`src/rtl/core/tcw_pkg.sv`:
```
// Shared types and constants of the text console writer.
`default_nettype none

package tcw_pkg;

  localparam int OPER_W  = 3;
  localparam int CHAR_W  = 8;
  localparam int ATTR_W  = 8;
  localparam int COLF_W  = 7;
  localparam int LINEF_W = 5;
  localparam int CELL_W  = CHAR_W + ATTR_W;

  localparam logic [OPER_W-1:0] OP_PUT_CHAR    = 3'd0;
  localparam logic [OPER_W-1:0] OP_BACKSPACE   = 3'd1;
  localparam logic [OPER_W-1:0] OP_CLEAR       = 3'd2;
  localparam logic [OPER_W-1:0] OP_MOVE_CURSOR = 3'd3;
  localparam logic [OPER_W-1:0] OP_READ_CELL   = 3'd4;

  localparam logic [CHAR_W-1:0] CH_LF    = 8'h0A;
  localparam logic [CHAR_W-1:0] CH_CR    = 8'h0D;
  localparam logic [CHAR_W-1:0] CH_BLANK = 8'h20;

  localparam logic [ATTR_W-1:0] DEF_ATTR_RESET = 8'h07;

  localparam logic [1:0] KIND_IMM    = 2'd0;
  localparam logic [1:0] KIND_READ   = 2'd1;
  localparam logic [1:0] KIND_CLEAR  = 2'd2;
  localparam logic [1:0] KIND_SCROLL = 2'd3;

  localparam logic [1:0] SCAN_INIT   = 2'd0;
  localparam logic [1:0] SCAN_CLEAR  = 2'd1;
  localparam logic [1:0] SCAN_SCROLL = 2'd2;

  localparam logic OUT_SRC_NXT = 1'b0;
  localparam logic OUT_SRC_CUR = 1'b1;

  typedef struct packed {
    logic       accept;
    logic       scan_start;
    logic       scan_run;
    logic [1:0] scan_mode;
    logic       out_load;
    logic       out_src;
    logic       out_rd;
  } tcw_cmd_t;

  typedef struct packed {
    logic [1:0] kind;
    logic       scan_last;
    logic       out_free;
  } tcw_stat_t;

endpackage

`default_nettype wire

```
`src/rtl/core/tcw_ctrl.sv`:
```
// Controller state machine of the text console writer.
`default_nettype none

module tcw_ctrl (
  input  wire logic              clk,
  input  wire logic              rst_n,
  input  wire logic              in_valid,
  output logic                   in_ready,
  input  wire tcw_pkg::tcw_stat_t stat,
  output tcw_pkg::tcw_cmd_t      cmd
);
  import tcw_pkg::*;

  localparam logic [2:0] S_INIT    = 3'd0;
  localparam logic [2:0] S_IDLE    = 3'd1;
  localparam logic [2:0] S_READ    = 3'd2;
  localparam logic [2:0] S_CLEAR   = 3'd3;
  localparam logic [2:0] S_SCROLL  = 3'd4;
  localparam logic [2:0] S_HOLD    = 3'd5;
  localparam logic [2:0] S_HOLD_RD = 3'd6;

  logic [2:0] state_r;
  logic [2:0] state_nxt;

  always_ff @(posedge clk) begin
    if (!rst_n) begin
      state_r <= S_INIT;
    end else begin
      state_r <= state_nxt;
    end
  end

  always_comb begin
    cmd       = '0;
    in_ready  = 1'b0;
    state_nxt = state_r;
    case (state_r)
      S_INIT: begin
        cmd.scan_run  = 1'b1;
        cmd.scan_mode = SCAN_INIT;
        if (stat.scan_last) begin
          state_nxt = S_IDLE;
        end
      end
      S_IDLE: begin
        in_ready = 1'b1;
        if (in_valid) begin
          cmd.accept = 1'b1;
          case (stat.kind)
            KIND_IMM: begin
              if (stat.out_free) begin
                cmd.out_load = 1'b1;
                cmd.out_src  = OUT_SRC_NXT;
              end else begin
                state_nxt = S_HOLD;
              end
            end
            KIND_READ: state_nxt = S_READ;
            KIND_CLEAR: begin
              cmd.scan_start = 1'b1;
              state_nxt      = S_CLEAR;
            end
            KIND_SCROLL: begin
              cmd.scan_start = 1'b1;
              state_nxt      = S_SCROLL;
            end
            default: state_nxt = S_IDLE;
          endcase
        end
      end
      S_READ: begin
        if (stat.out_free) begin
          cmd.out_load = 1'b1;
          cmd.out_src  = OUT_SRC_CUR;
          cmd.out_rd   = 1'b1;
          state_nxt    = S_IDLE;
        end else begin
          state_nxt = S_HOLD_RD;
        end
      end
      S_CLEAR, S_SCROLL: begin
        cmd.scan_run  = 1'b1;
        cmd.scan_mode = (state_r == S_CLEAR) ? SCAN_CLEAR : SCAN_SCROLL;
        if (stat.scan_last) begin
          if (stat.out_free) begin
            cmd.out_load = 1'b1;
            cmd.out_src  = OUT_SRC_CUR;
            state_nxt    = S_IDLE;
          end else begin
            state_nxt = S_HOLD;
          end
        end
      end
      S_HOLD, S_HOLD_RD: begin
        if (stat.out_free) begin
          cmd.out_load = 1'b1;
          cmd.out_src  = OUT_SRC_CUR;
          cmd.out_rd   = (state_r == S_HOLD_RD);
          state_nxt    = S_IDLE;
        end
      end
      default: state_nxt = S_INIT;
    endcase
  end

endmodule

`default_nettype wire

```
`config.mk`:
```
export PLATFORM = sky130hd
export DESIGN_NAME = tcw_ctrl
export DESIGN_NICKNAME = d
export VERILOG_FILES = /design/src/rtl/core/tcw_pkg.sv /design/src/rtl/core/tcw_ctrl.sv
export SDC_FILE = /design/constraint.sdc
export NUM_CORES = 1
export LEC_CHECK = 0
export BUFFER_PORTS_ARGS = -buffer_cell sky130_fd_sc_hd__buf_4
export CORE_AREA = 2 2 39 41
export DETAILED_ROUTE_END_ITERATION = 8
export DIE_AREA = 0 0 41 43
export GPL_ROUTABILITY_DRIVEN = 0
export PLACE_DENSITY = 0.59
export SLEW_MARGIN = 25
export SYNTH_ARGS = -nofsm -noshare
export SYNTH_HDL_FRONTEND = slang
export SYNTH_SLANG_ARGS = --single-unit
```
`constraint.sdc`:
```
create_clock -name clk -period 3.73 [get_ports clk]
set_input_delay 0.746 -clock clk [delete_from_list [all_inputs] [get_ports clk]]
set_output_delay 0.746 -clock clk [all_outputs]
set_load 0.005 [all_outputs]
```
==> run_results.csv <==
group,metric,value,unit
synth,synth_edf_count,0,
power_and_ir_drop,p_sw_share,41.3,%
min_path,min_path_cells,2,
worst_setup_path,worstPathRequired,2.98,ns
synth,synth_fp_nets,63,
sta,period_needed,2.36,ns
min_path,hold_class,"flip-flop to flip-flop",
clock_tree,h-tree-depth,1,
worst_setup_path,cp_common_cell,"buf_4",
die,fp.dieW,41,um
worst_setup_path,cp_max_fo,3,
clock_tree,clk_latency,0.23,ns
drt,drc,0,
global_route,grt_util_all_layers,11.3,%
clock_tree,cts.sinks,3,
drt,num_vias,409,
synth,syn_avg_cell_area,7.91,sq um
sta,slew_headroom,71.2,%
layout,syn_to_final_growth,29.9,%
clock_tree,holdBufCountCts,0,
sta,fin_hold_ws,0.617,ns
power_and_ir_drop,peakVddDrop,0.219,mV
sta,period_share,63.2,%
sta,slew_violations,0,
power_and_ir_drop,p_clk_share,17.6,%
drt,wl,907,um
layout,antenna_cells,0,
sta,maxClockFrequency,424,MHz
layout,top_register,"state_r",
global_route,grt_max_degree,13,
sta,worst_pin_slew,0.432,ns
sta,hold_violations,0,
die,io_pins,16,
worst_setup_path,reg2reg_depth,4,
global_route,grt_pass1_vias,365,
layout,reg.largest.list,"state_r: 3 flops",
clock_tree,cts_tree,"done",
worst_setup_path,cp.arrival,1.61,ns
clock_tree,cts_setup_buffers,0,
layout,regArea,60.1,sq um
sta,timing.setup.tns,0,ns
die,start_util,30.3,%
drt,ant_nets,0,
layout,fill_cells,146,
layout,final_cell_mix,"buf_4 (15), inv_1 (6), nand2_1 (6), nor2_1 (5)",
worst_setup_path,startpoint_type,"input pin",
status,status,"finished, final reports clean",
power_and_ir_drop,leakagePower,0.267,nW
power_and_ir_drop,seqPwrFrac,24.6,%
run,max_cap_viol_count,0,
global_route,grt_pass1_wl,1470,um
clock_tree,cts_buffer_depth,2,
layout,nNetsFinal,80,
layout,drive_gt1_share,39.1,%
sta,fin_skew,0.00227,ns
sta,finalSetupViolCount,0,
global_route,overflow,0,
clock_tree,cts_buffers,3,
die,coreArea,1380,sq um
layout,largest_reg_flops,3,
layout,multi_input_area,303,sq um
die,dieArea,1760,sq um
drt,wire_per_inst,10.7,um
worst_setup_path,end_kind,"primary output",
die,fp-row-count,14,
worst_setup_path,crit_path_max_incr_delay,0.21,ns
synth,synth-warning-count,0,
global_route,antenna_found_initial,0,
synth,ys_ff_latch,3,
drt,drt_iter0_drc,6,
power_and_ir_drop,intPower,185,uW
placement,numPortBuffers,15,
power_and_ir_drop,power.switching,131,uW
placement,dp_hpwl,691,um
power_and_ir_drop,p_comb_share,57.8,%
sta,rsz0062_at_grt,"false",
clock_tree,clkTransAtPathRegs,0.04,ns
die,die_h,43,um
synth,ys.flop_type,"dfxtp_1",
worst_setup_path,worstPathCellList,"buf_4 > nor2b_1 > o31ai_1 > a21oi_1 > a31o_2 > buf_4",
power_and_ir_drop,power_density,580,nW/um^2
clock_tree,cts-resized-gates,0,
worst_setup_path,slowest_stage,"a31o_2",
drt,via_per_inst,4.81,
clock_tree,root_buffer,"clkbuf_4",
layout,final_common_cell,"buf_4",
synth,syn_inst,53,
drt,dr.pass1.iters,5,
worst_setup_path,setup.worst_path.class,"input pin to primary output",
synth,async_flop_share,0,%
synth,seq_area_frac_synth,14.3,%
synth,netlist-cell-type-count,30,
synth,netlist_area,419,sq um
==> cell usage after synthesis (2+ instances only) <==
library cell | instances | area (sq um)
inv_1 | 6 | 22.5
nand2_1 | 6 | 22.5
nor2_1 | 5 | 18.8
buf_6 | 3 | 33.8
dfxtp_1 | 3 | 60.1
ha_1 | 3 | 37.5
mux2i_1 | 3 | 30.0
a21oi_1 | 2 | 10.0
==> per-layer routing <==
layer,GRT usage [%],up-vias,wire length (um)
met5,0,-,0
met4,0,0,0
met2,17.5,5,450
li1,-,215,-
met3,3.14,0,15
met1,16.3,189,440
==> power groups by stage <==
stage | Combinational [mW] | Clock [mW] | Sequential, mW
floorplan | 0.163 | 0 | 0.0520
global placement | 0.182 | 0 | 0.0774
detailed placement | 0.184 | 0 | 0.0777
CTS | 0.185 | 0.0576 | 0.0771
global route | 0.201 | 0.0617 | 0.0808
finish | 0.183 | 0.0555 | 0.0777
==> path summary, 6_finish.rpt <==
kind,startpoint,to,slack (ns)
setup / recovery,stat[1],cmd[2],1.37
hold / removal,state_r[0]$_SDFFE_PN0P_,state_r[0]$_SDFFE_PN0P_,0.62
setup reg to reg,state_r[1]$_SDFFE_PN0P_,state_r[1]$_SDFFE_PN0P_,2.34
hold reg to reg,state_r[0]$_SDFFE_PN0P_,state_r[0]$_SDFFE_PN0P_,0.62
==> stage by stage <==
stage          worst slack [ns]  power (mW)  area (sq um)  utilization (%)  std cells
3_5_place_dp               1.37       0.262           518             37.4         81
3_3_place_gp               1.38       0.260           518             37.4         81
2_1_floorplan              1.64       0.215           419                -         53
4_1_cts                    1.36       0.320           544             39.3         85
6_report                   1.37       0.316           544             39.3         85
5_1_grt                    1.18       0.344           544             39.3         85
==> worst max-delay path: cells and delay by family <==
| kind | cells | cell delay (ns) |
|---|---|---|
| and+or+nand+nor | 1 | 0.12 |
| AOI/OAI and AO/OA | 3 | 0.49 |
| buffers and inverters | 2 | 0.25 |
==> cells by family after synthesis <==
group,after synthesis,share of synthesized area [%]
multiplexers,3,7.16
flip-flops,3,14.3
adder cells (fa/ha/maj),3,8.96
AND/OR/NAND/NOR,22,32.2
XOR/XNOR,1,2.09
buffers and inverters,9,13.4
AO/OA/AOI/OAI,12,21.8
==> area by class of cell <==
| cell class | instances | area share (%) |
|---|---|---|
| tap | 16 | 3.68 |
| multi-input combinational | 41 | 55.6 |
| sequential | 3 | 11.0 |
| inverter | 6 | 4.14 |
| timing repair buffer | 15 | 20.7 |
| clock buffer | 4 | 4.83 |
Power figures use the tool's default switching activity.
